[src/hdl/sfb_pkg.sv]
// ----------------------------------------------------------------------------
// sfb_pkg: shared types and constants for the sensor frame builder
// Request layout, frame constants and the CRC-8 (reflected 0x8C) byte update.
// ----------------------------------------------------------------------------
package sfb_pkg;

    localparam int MAX_RECORDS  = 3;
    localparam int RECORD_SLOTS = 3;
    localparam int COUNT_LIMIT  = (MAX_RECORDS < RECORD_SLOTS) ? MAX_RECORDS : RECORD_SLOTS;
    localparam int QUEUE_DEPTH  = 2;

    localparam logic [7:0] MSG_TYPE_SENSOR = 8'h01;
    localparam logic [7:0] CRC_POLY_REFL   = 8'h8C;
    localparam logic [7:0] CRC_INIT        = 8'h00;
    localparam logic [7:0] NODE_ID_RESET   = 8'h01;

    typedef logic [RECORD_SLOTS-1:0][7:0]  type_slots_t;
    typedef logic [RECORD_SLOTS-1:0][15:0] value_slots_t;

    // one frame request as it travels from front to back
    typedef struct packed {
        logic [7:0]   node_id;
        logic [1:0]   count;
        type_slots_t  types;
        value_slots_t values;
    } req_t;

    // CRC-8/MAXIM update, LSB first
    function automatic logic [7:0] crc_update(input logic [7:0] crc_in,
                                              input logic [7:0] data_in);
        logic [7:0] crc;
        logic [7:0] data;
        crc  = crc_in;
        data = data_in;
        for (int i = 0; i < 8; i++) begin
            if ((crc[0] ^ data[0]) == 1'b1) begin
                crc = (crc >> 1) ^ CRC_POLY_REFL;
            end else begin
                crc = crc >> 1;
            end
            data = data >> 1;
        end
        return crc;
    endfunction

endpackage

[src/hdl/sensor_frame_builder_crc8.sv]
// ----------------------------------------------------------------------------
// sensor_frame_builder_crc8: sensor frame serialiser with CRC-8/MAXIM trailer
// Turns one request of up to three records into a byte stream, one byte per item.
// ----------------------------------------------------------------------------
// Each accepted request produces the frame node id, 0x01, record count, then per
// record its type, value high byte and value low byte, then a CRC-8/MAXIM byte
// (reflected poly 0x8C, init 0x00) over all earlier bytes; only the CRC byte has
// m_final_byte set. A count of zero produces no output; a count above MAX_RECORDS
// is clamped and the clamped value is sent. The output runs at one byte per cycle
// while m_ready is high, and a request with n records makes a frame of 3*n + 4
// bytes (7 to 13), set by the serialiser's byte sequencer; the intake stage and a
// two-entry request queue let new requests be taken while a frame is still being
// sent. cfg_data sets the node id (reset 0x01); it is always ready and should only
// be written while the block is idle.
// ----------------------------------------------------------------------------
module sensor_frame_builder_crc8 (
    input  logic               aclk,
    input  logic               aresetn,

    // configuration: node identifier
    input  logic               cfg_valid,
    output logic               cfg_ready,
    input  logic [7:0]         cfg_data,

    // request channel
    input  logic               s_valid,
    output logic               s_ready,
    input  logic [1:0]         s_record_count,
    input  logic [7:0]         s_sensor_type_0,
    input  logic signed [15:0] s_sensor_value_0,
    input  logic [7:0]         s_sensor_type_1,
    input  logic signed [15:0] s_sensor_value_1,
    input  logic [7:0]         s_sensor_type_2,
    input  logic signed [15:0] s_sensor_value_2,

    // frame byte channel
    output logic               m_valid,
    input  logic               m_ready,
    output logic [7:0]         m_frame_byte,
    output logic               m_final_byte
);

    logic [7:0]    node_id_reg;
    logic [7:0]    node_id_next;
    sfb_pkg::req_t in_req;

    logic          f2q_valid;
    logic          f2q_ready;
    sfb_pkg::req_t f2q_req;
    logic          q2b_valid;
    logic          q2b_ready;
    sfb_pkg::req_t q2b_req;

    // config register: always accepts
    assign cfg_ready    = 1'b1;
    assign node_id_next = (cfg_valid && cfg_ready) ? cfg_data : node_id_reg;

    always_ff @(posedge aclk) begin
        if (!aresetn) begin
            node_id_reg <= sfb_pkg::NODE_ID_RESET;
        end else begin
            node_id_reg <= node_id_next;
        end
    end

    // pack the request; node id is captured with it
    always_comb begin
        in_req.node_id   = node_id_reg;
        in_req.count     = s_record_count;
        in_req.types[0]  = s_sensor_type_0;
        in_req.types[1]  = s_sensor_type_1;
        in_req.types[2]  = s_sensor_type_2;
        in_req.values[0] = $unsigned(s_sensor_value_0);
        in_req.values[1] = $unsigned(s_sensor_value_1);
        in_req.values[2] = $unsigned(s_sensor_value_2);
    end

    sfb_front u_front (
        .aclk      (aclk),
        .aresetn   (aresetn),
        .in_valid  (s_valid),
        .in_ready  (s_ready),
        .in_req    (in_req),
        .out_valid (f2q_valid),
        .out_ready (f2q_ready),
        .out_req   (f2q_req)
    );

    sfb_queue u_queue (
        .aclk       (aclk),
        .aresetn    (aresetn),
        .push_valid (f2q_valid),
        .push_ready (f2q_ready),
        .push_req   (f2q_req),
        .pop_valid  (q2b_valid),
        .pop_ready  (q2b_ready),
        .pop_req    (q2b_req)
    );

    sfb_back u_back (
        .aclk         (aclk),
        .aresetn      (aresetn),
        .req_valid    (q2b_valid),
        .req_ready    (q2b_ready),
        .req_in       (q2b_req),
        .m_valid      (m_valid),
        .m_ready      (m_ready),
        .m_frame_byte (m_frame_byte),
        .m_final_byte (m_final_byte)
    );

endmodule

[src/hdl/sfb_front.sv]
// ----------------------------------------------------------------------------
// sfb_front: request intake
// Registers each request, clamps the record count and drops empty requests.
// ----------------------------------------------------------------------------
module sfb_front (
    input  logic          aclk,
    input  logic          aresetn,
    input  logic          in_valid,
    output logic          in_ready,
    input  sfb_pkg::req_t in_req,
    output logic          out_valid,
    input  logic          out_ready,
    output sfb_pkg::req_t out_req
);

    logic          valid_reg;
    logic          valid_next;
    sfb_pkg::req_t req_reg;
    sfb_pkg::req_t req_next;
    logic [1:0]    count_clamped;
    logic          accept;

    assign in_ready  = !valid_reg || out_ready;
    assign accept    = in_valid && in_ready;
    assign out_valid = valid_reg;
    assign out_req   = req_reg;

    always_comb begin
        if (in_req.count > 2'(sfb_pkg::COUNT_LIMIT)) begin
            count_clamped = 2'(sfb_pkg::COUNT_LIMIT);
        end else begin
            count_clamped = in_req.count;
        end
    end

    always_comb begin
        valid_next = valid_reg;
        req_next   = req_reg;
        if (valid_reg && out_ready) begin
            valid_next = 1'b0;
        end
        if (accept) begin
            // empty request: nothing to send
            valid_next     = (count_clamped != 2'd0);
            req_next       = in_req;
            req_next.count = count_clamped;
        end
    end

    always_ff @(posedge aclk) begin
        if (!aresetn) begin
            valid_reg <= 1'b0;
        end else begin
            valid_reg <= valid_next;
        end
    end

    always_ff @(posedge aclk) begin
        req_reg <= req_next;
    end

    a_front_count_nonzero: assert property (@(posedge aclk) disable iff (!aresetn)
        valid_reg |-> (req_reg.count != 2'd0 &&
                       req_reg.count <= 2'(sfb_pkg::COUNT_LIMIT)))
        else $error("front holds an empty or unclamped request");

endmodule

[src/hdl/sfb_queue.sv]
// ----------------------------------------------------------------------------
// sfb_queue: request queue
// Small FIFO of clamped requests between intake and serialiser.
// ----------------------------------------------------------------------------
module sfb_queue (
    input  logic          aclk,
    input  logic          aresetn,
    input  logic          push_valid,
    output logic          push_ready,
    input  sfb_pkg::req_t push_req,
    output logic          pop_valid,
    input  logic          pop_ready,
    output sfb_pkg::req_t pop_req
);

    localparam int PTR_W = (sfb_pkg::QUEUE_DEPTH > 1) ? $clog2(sfb_pkg::QUEUE_DEPTH) : 1;
    localparam int CNT_W = $clog2(sfb_pkg::QUEUE_DEPTH + 1);

    sfb_pkg::req_t            entry_reg [sfb_pkg::QUEUE_DEPTH];
    logic [PTR_W-1:0]         wr_ptr_reg;
    logic [PTR_W-1:0]         wr_ptr_next;
    logic [PTR_W-1:0]         rd_ptr_reg;
    logic [PTR_W-1:0]         rd_ptr_next;
    logic [CNT_W-1:0]         fill_reg;
    logic [CNT_W-1:0]         fill_next;
    logic                     push;
    logic                     pop;

    assign push_ready = (fill_reg != CNT_W'(sfb_pkg::QUEUE_DEPTH));
    assign pop_valid  = (fill_reg != '0);
    assign push       = push_valid && push_ready;
    assign pop        = pop_valid && pop_ready;
    assign pop_req    = entry_reg[rd_ptr_reg];

    always_comb begin
        wr_ptr_next = wr_ptr_reg;
        rd_ptr_next = rd_ptr_reg;
        fill_next   = fill_reg;
        if (push) begin
            wr_ptr_next = (wr_ptr_reg == PTR_W'(sfb_pkg::QUEUE_DEPTH - 1)) ? '0
                                                                           : wr_ptr_reg + 1'b1;
        end
        if (pop) begin
            rd_ptr_next = (rd_ptr_reg == PTR_W'(sfb_pkg::QUEUE_DEPTH - 1)) ? '0
                                                                           : rd_ptr_reg + 1'b1;
        end
        if (push && !pop) begin
            fill_next = fill_reg + 1'b1;
        end else if (pop && !push) begin
            fill_next = fill_reg - 1'b1;
        end
    end

    always_ff @(posedge aclk) begin
        if (!aresetn) begin
            wr_ptr_reg <= '0;
            rd_ptr_reg <= '0;
            fill_reg   <= '0;
        end else begin
            wr_ptr_reg <= wr_ptr_next;
            rd_ptr_reg <= rd_ptr_next;
            fill_reg   <= fill_next;
        end
    end

    always_ff @(posedge aclk) begin
        if (push) begin
            entry_reg[wr_ptr_reg] <= push_req;
        end
    end

    a_queue_fill_bound: assert property (@(posedge aclk) disable iff (!aresetn)
        fill_reg <= CNT_W'(sfb_pkg::QUEUE_DEPTH))
        else $error("queue fill count out of range");

    a_queue_ptrs_track: assert property (@(posedge aclk) disable iff (!aresetn)
        (fill_reg == '0) |-> (wr_ptr_reg == rd_ptr_reg))
        else $error("queue empty but pointers differ");

endmodule

[src/hdl/sfb_back.sv]
// ----------------------------------------------------------------------------
// sfb_back: frame serialiser
// Walks one request byte by byte, folds each byte into the CRC, appends it.
// ----------------------------------------------------------------------------
module sfb_back (
    input  logic          aclk,
    input  logic          aresetn,
    input  logic          req_valid,
    output logic          req_ready,
    input  sfb_pkg::req_t req_in,
    output logic          m_valid,
    input  logic          m_ready,
    output logic [7:0]    m_frame_byte,
    output logic          m_final_byte
);

    localparam logic [2:0] ST_IDLE     = 3'd0;
    localparam logic [2:0] ST_NODE     = 3'd1;
    localparam logic [2:0] ST_MSG      = 3'd2;
    localparam logic [2:0] ST_COUNT    = 3'd3;
    localparam logic [2:0] ST_REC_TYPE = 3'd4;
    localparam logic [2:0] ST_REC_HI   = 3'd5;
    localparam logic [2:0] ST_REC_LO   = 3'd6;
    localparam logic [2:0] ST_CRC      = 3'd7;

    localparam int REC_W = (sfb_pkg::RECORD_SLOTS > 1) ? $clog2(sfb_pkg::RECORD_SLOTS) : 1;

    logic [2:0]       state_reg;
    logic [2:0]       state_next;
    logic [REC_W-1:0] rec_reg;
    logic [REC_W-1:0] rec_next;
    logic [7:0]       crc_reg;
    logic [7:0]       crc_next;
    sfb_pkg::req_t    req_reg;
    sfb_pkg::req_t    req_next;
    logic             m_valid_reg;
    logic             m_valid_next;
    logic [7:0]       m_frame_byte_reg;
    logic [7:0]       m_frame_byte_next;
    logic             m_final_byte_reg;
    logic             m_final_byte_next;

    logic             out_free;
    logic             step;
    logic             last_rec;
    logic [7:0]       cur_byte;
    logic [15:0]      cur_value;

    assign out_free  = !m_valid_reg || m_ready;
    assign step      = (state_reg != ST_IDLE) && out_free;
    assign req_ready = (state_reg == ST_IDLE) || (step && state_reg == ST_CRC);
    assign cur_value = req_reg.values[rec_reg];
    assign last_rec  = (2'(rec_reg) == req_reg.count - 2'd1);

    assign m_valid      = m_valid_reg;
    assign m_frame_byte = m_frame_byte_reg;
    assign m_final_byte = m_final_byte_reg;

    always_comb begin
        unique case (state_reg)
            ST_NODE:     cur_byte = req_reg.node_id;
            ST_MSG:      cur_byte = sfb_pkg::MSG_TYPE_SENSOR;
            ST_COUNT:    cur_byte = {6'd0, req_reg.count};
            ST_REC_TYPE: cur_byte = req_reg.types[rec_reg];
            ST_REC_HI:   cur_byte = cur_value[15:8];
            ST_REC_LO:   cur_byte = cur_value[7:0];
            ST_CRC:      cur_byte = crc_reg;
            default:     cur_byte = 8'd0;
        endcase
    end

    always_comb begin
        state_next        = state_reg;
        rec_next          = rec_reg;
        crc_next          = crc_reg;
        req_next          = req_reg;
        m_valid_next      = m_valid_reg && !m_ready;
        m_frame_byte_next = m_frame_byte_reg;
        m_final_byte_next = m_final_byte_reg;

        if (step) begin
            m_valid_next      = 1'b1;
            m_frame_byte_next = cur_byte;
            m_final_byte_next = (state_reg == ST_CRC);
            crc_next          = sfb_pkg::crc_update(crc_reg, cur_byte);
            unique case (state_reg)
                ST_NODE:     state_next = ST_MSG;
                ST_MSG:      state_next = ST_COUNT;
                ST_COUNT:    state_next = ST_REC_TYPE;
                ST_REC_TYPE: state_next = ST_REC_HI;
                ST_REC_HI:   state_next = ST_REC_LO;
                ST_REC_LO: begin
                    if (last_rec) begin
                        state_next = ST_CRC;
                    end else begin
                        state_next = ST_REC_TYPE;
                        rec_next   = rec_reg + 1'b1;
                    end
                end
                ST_CRC:      state_next = ST_IDLE;
                default:     state_next = ST_IDLE;
            endcase
        end

        // next frame starts straight after the CRC byte
        if (req_valid && req_ready) begin
            state_next = ST_NODE;
            rec_next   = '0;
            crc_next   = sfb_pkg::CRC_INIT;
            req_next   = req_in;
        end
    end

    always_ff @(posedge aclk) begin
        if (!aresetn) begin
            state_reg   <= ST_IDLE;
            m_valid_reg <= 1'b0;
        end else begin
            state_reg   <= state_next;
            m_valid_reg <= m_valid_next;
        end
    end

    always_ff @(posedge aclk) begin
        rec_reg          <= rec_next;
        crc_reg          <= crc_next;
        req_reg          <= req_next;
        m_frame_byte_reg <= m_frame_byte_next;
        m_final_byte_reg <= m_final_byte_next;
    end

    a_back_rec_in_range: assert property (@(posedge aclk) disable iff (!aresetn)
        (state_reg == ST_REC_TYPE || state_reg == ST_REC_HI || state_reg == ST_REC_LO)
        |-> (2'(rec_reg) < req_reg.count))
        else $error("record index past clamped count");

    a_back_crc_is_final: assert property (@(posedge aclk) disable iff (!aresetn)
        (state_reg == ST_CRC && out_free) |=> (m_valid_reg && m_final_byte_reg))
        else $error("CRC byte not flagged final");

    a_back_header_not_final: assert property (@(posedge aclk) disable iff (!aresetn)
        (state_reg == ST_NODE && out_free) |=> (m_valid_reg && !m_final_byte_reg))
        else $error("header byte flagged final");

endmodule

[config.mk]
export PLATFORM = sky130hd
export DESIGN_NAME = sensor_frame_builder_crc8
export DESIGN_NICKNAME = d
export VERILOG_FILES = /design/src/hdl/sfb_pkg.sv /design/src/hdl/sensor_frame_builder_crc8.sv /design/src/hdl/sfb_front.sv /design/src/hdl/sfb_queue.sv /design/src/hdl/sfb_back.sv
export SDC_FILE = /design/constraint.sdc
export NUM_CORES = 1
export LEC_CHECK = 0
export BUFFER_PORTS_ARGS = -buffer_cell sky130_fd_sc_hd__buf_2
export CAP_MARGIN = 15
export CORE_ASPECT_RATIO = 1.25
export CORE_UTILIZATION = 45
export DETAILED_ROUTE_END_ITERATION = 12
export HOLD_SLACK_MARGIN = 0.1
export PLACE_DENSITY = 0.64
export REMOVE_ABC_BUFFERS = 1
export SYNTH_ARGS = -nofsm -noshare
export SYNTH_HDL_FRONTEND = slang
export SYNTH_HIERARCHICAL = 1
export SYNTH_SLANG_ARGS = --single-unit
[constraint.sdc]
create_clock -name aclk -period 3.76 [get_ports aclk]
set_input_delay 0.188 -clock aclk [delete_from_list [all_inputs] [get_ports aclk]]
set_output_delay 0.188 -clock aclk [all_outputs]
set_load 0.005 [all_outputs]
==> impl_metrics.tcl, run 1 <==
set metrics [dict create \
    grt_pass1_wl_mm 37.14 \
    diodes 0 \
    drc_errors 0 \
    gp_congestion 0.8702 \
    area_growth_pct 21.02 \
    ys.flop_type "edfxtp_1" \
    yosysTopAreaCell "edfxtp_1" \
    cts.clk_slew.worst_paths_ns 0.06 \
    yosysMostFrequentCell "edfxtp_1" \
    drt_wl_total_mm 23.86 \
    worstRegToRegCells 8 \
    hp-class "primary input to register" \
    fin_tns_setup_ns 0 \
    nNetsFinal 1023 \
    finClkSkew_ns 0.01580 \
    seq_area_frac_synth_pct 78.16 \
    overflow 0 \
    synth_cell_types 69 \
    synth_area_mm2 0.01366 \
    timing.hold.ws_ns 0.1249 \
    fmax_ghz 0.3325 \
    arrival_ns 3.37 \
    ys_top_cells_by_count "edfxtp_1 (337), mux2_2 (82), mux2i_1 (34)" \
    antenna_found_initial 0 \
    worst-path-max-fanout 21 \
    synth_async_sr_flop_share_pct 0 \
    rsz0062_at_grt "false" \
    synth.area.top_cells "edfxtp_1 (74%), mux2_2 (6.8%), dfxtp_1 (4.1%)" \
    setup_viol 0 \
    grt_max_degree 83 \
    dr.first_iter.drc_count 453 \
    drive_above_1_share_pct 26.35 \
    initial_utilization_pct 46.16 \
    clock_latency_ns 0.51 \
    via_per_inst 4.915 \
    avgRoutedWirePerCell_um 17.60 \
    numCtsBuffers 36 \
    grt_pass1_vias 6925 \
    syn_inst 728 \
    min_period_over_period_pct 79.99 \
    start_kind "register" \
    drt_pass1_iterations 5 \
    cts_tree "built" \
    hpwlAfterDp_mm 14.75 \
    largest_reg_flops 164 \
    vdd_drop_max_mv 0.3480 \
    worst_pin_slew_ns 0.8465 \
    die_area_mm2 0.03107 \
    die_w_um 157.9 \
    cts_num_sinks 365 \
    io_pins 99 \
    final-max-slew-violation-count 0 \
    htree_levels 2 \
    synth_top_area_share_pct 74.06 \
    yosysWarningCount 6 \
    crit_type "register to register" \
    std_cell_rows 70 \
    synth_area_per_cell_um2 18.77 \
    hold_viol_final 0 \
    dieHeight_um 196.8 \
    grt_usage_pct 15.94 \
    core_mm2 0.02960 \
    ant_nets 0 \
    status "completed" \
    cp.required_ns 4.12 \
    period_needed_ns 3.008 \
    vias 6665 \
    endpoint_kind "register" \
    power_density_mw_per_mm2 693.4 \
    yosys_register_bits 365 \
    clock-root-buffer "clkbuf_16" \
    max-slew-margin-rel_pct 43.57 \
    maxCapViolations 0 \
    p_leak_nw 5.772 \
    hold_path_depth 3 \
    synth-edff-count 337 \
    port_buffers 97 \
    cts_buffer_depth 3 \
]
==> cell type report <==
type | instances | area, um^2
clock inverter | 14 | 113.9
tap | 396 | 495.5
fill | 2342 | 13070
sequential | 365 | 10680
multi-input combinational | 325 | 2740
inverter | 10 | 38.79
timing repair buffer | 197 | 1484
clock buffer | 49 | 980.9
==> final timing paths <==
| check | to | startpoint | slack [ns] |
|---|---|---|---|
| worst min-delay path | node_id_reg[5]$_SDFFE_PN0P_ | cfg_valid | 0.12 |
| worst max register to register | u_back/crc_reg[2]$_SDFFE_PP0P_ | u_back/state_reg[2]$_SDFFE_PP0P_ | 0.75 |
| worst max-delay path | u_back/crc_reg[2]$_SDFFE_PP0P_ | u_back/state_reg[2]$_SDFFE_PP0P_ | 0.75 |
| worst min register to register | u_front/out_req[81]$_DFFE_PP_ | node_id_reg[7]$_SDFFE_PN0P_ | 0.43 |
==> worst max-delay path, cell delays in order (launching register included) <==
cell and delay (ns):
dfxtp_1 0.79, and2_1 0.46, nor4b_1 0.47, nor4_4 0.12, xnor2_1 0.19, xor3_1 0.30, xor2_1 0.27, xor2_1 0.17
a21oi_1 0.08
==> metrics by stage <==
step / setup WS (ns) / area [um^2] / total power [mW] / cells / utilization [%]
6_report: 0.7525 / 16540 / 11.47 / 1356 / 55.86
3_5_place_dp: 0.7901 / 14550 / 8.177 / 1206 / 49.16
2_1_floorplan: 0.2474 / 13450 / 7.450 / 700 / -
4_1_cts: 0.7916 / 16510 / 11.62 / 1355 / 55.77
5_1_grt: 0.5325 / 16540 / 12.04 / 1356 / 55.86
3_3_place_gp: 0.8049 / 14550 / 8.166 / 1206 / 49.16
==> what timing repair did <==
item | in CTS | in global routing
hold endpoints to repair | 86 | 0
resized for setup | 0 | 0
setup buffers | 0 | 0
hold buffers | 86 | 0
==> cells by family (layout without fill, tap and decap cells) <==
| kind of cell | count (synthesis) | in the layout | synth area share [%] |
|---|---|---|---|
| muxes | 118 | 118 | 9.413 |
| adders and majority gates | 1 | 1 | 0.09155 |
| xor gates and xnor gates | 25 | 25 | 1.978 |
| other | 1 | 1 | 0.02744 |
| AOI/OAI and AO/OA | 76 | 76 | 3.864 |
| buffers and inverters | 38 | 270 | 1.822 |
| DFF | 365 | 365 | 78.16 |
| and+or+nand+nor | 104 | 104 | 4.643 |
==> cells in the final DEF, fill, tap and decap left out, types with 4 or more instances in the layout <==
cell type      netlist  final
nand2b_1             6      6
dlygate4sd3_1        0     86
nand3b_1             6      6
a211oi_1             4      4
clkinv_2             0      4
clkbuf_16            0     37
buf_2                7     97
and3_1               5      4
nand4_1              4      4
edfxtp_1           337    337
a21oi_1             13     13
xnor2_1             12     12
clkinv_1             0      8
o21ai_0             17     17
nor2b_1             12     12
inv_1               10      8
o21ai_1              4      4
mux2i_1             34     34
a211o_1              4      4
and2_1              10     10
clkbuf_1             2     11
nand3_1              6      6
mux2_2              82     82
dfxtp_1             28     27
nor2_1              13     13
nand2_1             22     22
xor2_1               9      9
buf_4               11     12
==> metal layers <==
layer | global-route usage [%] | up-vias | part of all wire (%)
li1 | - | 3240 | -
met3 | 2.902 | 29 | 3.5
met2 | 27.41 | 136 | 52
met1 | 20.00 | 3260 | 43
met4 | 5.753 | 0 | 2.1
met5 | 0 | - | 0
==> power breakdown <==
part	switching [mW]	leakage, nW	internal [mW]
registers	0.416	3.38	5.35
logic	1.29	1.85	1.09
clock network	1.36	0.533	1.96
(Power assumes the default switching activity.)
==> run 2: changes to the inputs <==
--- a/config.mk
+++ b/config.mk
@@ -5,13 +5,14 @@
 export SDC_FILE = /design/constraint.sdc
 export NUM_CORES = 1
 export LEC_CHECK = 0
+export ABC_AREA = 1
 export BUFFER_PORTS_ARGS = -buffer_cell sky130_fd_sc_hd__buf_2
 export CAP_MARGIN = 15
 export CORE_ASPECT_RATIO = 1.25
 export CORE_UTILIZATION = 45
 export DETAILED_ROUTE_END_ITERATION = 12
 export HOLD_SLACK_MARGIN = 0.1
-export PLACE_DENSITY = 0.64
+export PLACE_DENSITY = 0.67
 export REMOVE_ABC_BUFFERS = 1
 export SYNTH_ARGS = -nofsm -noshare
 export SYNTH_HDL_FRONTEND = slang
==> constraint.sdc (replaced) <==
create_clock -name aclk -period 2.72 [get_ports aclk]
set_input_delay 0.136 -clock aclk [delete_from_list [all_inputs] [get_ports aclk]]
set_output_delay 0.136 -clock aclk [all_outputs]
set_load 0.005 [all_outputs]
==> impl_metrics.tcl, run 2 <==
set metrics [dict create \
    setup_viol 0 \
    path_delay_family "simple AND/OR/NAND/NOR gates" \
    ys_top_cells_by_count "edfxtp_1 (337), nand2_1 (202), mux2_4 (80)" \
    worst-path-buf-inv 3 \
    dr.first_iter.drc_count 420 \
    yosysMostFrequentCell "edfxtp_1" \
    cp_cell_sequence "inv_4 > nor2_2 > buf_4 > nand2_1 > nand2_1 > nand2_1 > nand2_1 > nor2_2 > nand2_1 > nand2_1 > nand2_1 > nand2_1 > nand2_1 > nand2_1 > nand2_1 > nand2_1 > nand2_1 > nand3_1 > nand2_1 > inv_1" \
    grt_max_degree 66 \
    cp_slowest_stage_delay_ns 0.44 \
    dieHeight_um 200.7 \
    overflow 0 \
    cts_num_sinks 365 \
    crit_path_frequent_cell "nand2_1" \
    drt_wl_total_mm 25.25 \
    nNetsFinal 1244 \
    swShare_pct 26.46 \
    yosysWarningCount 6 \
    clkPwrFrac_pct 29.7 \
    fin_tns_setup_ns 0 \
    cts_tree "built" \
    p_int_mw 11.87 \
    avgRoutedWirePerCell_um 15.90 \
    cp_slowest_cell "dfxtp_2" \
    synth.area.top_cells "edfxtp_1 (71%), mux2_4 (8.5%), nand2_1 (5.3%)" \
    port_buffers 97 \
    drt_pass1_iterations 4 \
    ys.flop_type "edfxtp_1" \
    std_cell_rows 72 \
    fillers 2417 \
    multi_input_area_mm2 0.002992 \
    hpwlAfterDp_mm 15.96 \
    largest_reg_flops 164 \
    die_area_mm2 0.03229 \
    grt_usage_pct 15.98 \
    maxCapViolations 0 \
    min_period_over_period_pct 89.56 \
    final-max-slew-violation-count 0 \
    io_pins 99 \
    clock_latency_ns 0.50 \
    synth_cell_types 46 \
    worst_pin_slew_ns 0.5925 \
    diodes 0 \
    yosysTopAreaCell "edfxtp_1" \
    layout_common_cells "edfxtp_1 (337), nand2_1 (202), dlygate4sd3_1 (109)" \
    layout_commonest_cell "edfxtp_1" \
    endpoint_kind "register" \
    seq_area_mm2 0.01069 \
    p_switching_mw 4.270 \
    final_cells 1588 \
    period_needed_ns 2.436 \
    drc_errors 0 \
    ant_nets 0 \
    grt_pass1_wl_mm 40.15 \
    hold_viol_final 0 \
    clock-root-buffer "clkbuf_16" \
    status "completed" \
    gp_congestion 0.8816 \
    htree_levels 2 \
    drive_above_1_share_pct 24.56 \
    synth-edff-count 337 \
    cts_buffer_depth 3 \
    synth_area_per_cell_um2 15.49 \
    pwr-share-comb_pct 21.4 \
    die_w_um 160.9 \
    power_density_mw_per_mm2 925.1 \
    hp-class "primary input to register" \
    initial_utilization_pct 45.85 \
    syn_inst 917 \
    cts.clk_slew.worst_paths_ns 0.06 \
    core_mm2 0.03099 \
    antenna_found_initial 0 \
    fmax_ghz 0.4105 \
    vias 7593 \
    max-slew-margin-rel_pct 60.40 \
    crit_type "register to register" \
    via_per_inst 4.781 \
    arrival_ns 2.84 \
    numCtsBuffers 35 \
    seq_area_frac_synth_pct 75.17 \
    final_core_util_pct 56.29 \
    synth_area_mm2 0.01421 \
    cp.required_ns 3.13 \
    dp_cells 1417 \
    worst-path-max-fanout 18 \
    yosys_register_bits 365 \
    vdd_drop_max_mv 0.5512 \
    finClkSkew_ns 0.01493 \
    synth_top_area_share_pct 71.23 \
    p_leak_nw 6.773 \
    start_kind "register" \
    area_growth_pct 22.77 \
    grt_pass1_vias 7811 \
    p_seq_share_pct 48.9 \
    synth_async_sr_flop_share_pct 0 \
]
==> run 2: repair_timing <==
action | in CTS | in global routing
hold buffers | 109 | 0
endpoints found under the hold margin | 92 | 0
setup endpoints to repair | 0 | 1
setup buffers | 0 | 0
gates resized for setup | 0 | 6
==> run 2: layer usage <==
metal | track usage, % | routed length [um] | up-vias
met4 | 5.458 | 640 | 0
met3 | 2.707 | 1058 | 39
met1 | 18.99 | 9925 | 3660
met2 | 29.03 | 13620 | 166
li1 | - | - | 3728
met5 | 0 | 0 | -
==> run 2: logic make-up (layout without fill, tap and decap cells) <==
kind of cell             after synthesis  count (layout)  synth area share [%]
buffers and inverters                 92             356                 3.954
adder cells (fa/ha/maj)                1               1               0.08805
AND/OR/NAND/NOR                      298             298                 8.719
AO/OA/AOI/OAI                         70              70                 2.721
multiplexers                          83              83                 8.683
flip-flops                           365             365                 75.17
XOR/XNOR                               7               7                0.6341
other                                  1               1               0.02639
==> run 2: power by group through the flow <==
| stage | logic [mW] | clock network [mW] | registers [mW] |
|---|---|---|---|
| final | 3.45 | 4.80 | 7.89 |
| after global placement | 3.31 | 0 | 8.00 |
| after global routing | 3.81 | 5.13 | 7.99 |
| after CTS | 3.49 | 4.91 | 7.90 |
| after floorplan | 2.36 | 0 | 8.07 |
| after detailed placement | 3.36 | 0 | 8.01 |
==> run 2: metrics by stage <==
stage	hold WS (ns)	setup WS (ns)	area (um^2)	power (mW)
3_3_place_gp	0.3139	0.2761	15200	11.31
2_1_floorplan	0.2201	-2.138	13900	10.43
5_1_grt	0.3212	-0.01314	17440	16.93
6_report	0.3355	0.2839	17440	16.14
3_5_place_dp	0.3141	0.1591	15200	11.37
4_1_cts	0.3163	0.1495	17440	16.30
==> run 2: final timing paths <==
| kind | from | endpoint | slack [ns] | cells past startpoint |
|---|---|---|---|---|
| worst max-delay path | u_back/rec_reg[1]$_SDFFE_PP0P_ | u_back/crc_reg[2]$_SDFFE_PP0P_ | 0.28 | 20 |
| worst min-delay path | s_sensor_value_0[10] | u_front/out_req[10]$_DFFE_PP_ | 0.34 | 2 |
| worst max register to register | u_back/rec_reg[1]$_SDFFE_PP0P_ | u_back/crc_reg[2]$_SDFFE_PP0P_ | 0.28 | 20 |
| worst min register to register | node_id_reg[5]$_SDFFE_PN0P_ | u_front/out_req[79]$_DFFE_PP_ | 0.44 | 0 |
==> run 2: area by class of cell <==
type	instances	share of cell area [%]
sequential	365	61.28
multi-input combinational	460	17.15
timing repair buffer	228	10.63
clock buffer	41	5.452
tap	407	2.919
inverter	66	1.456
clock inverter	21	1.112
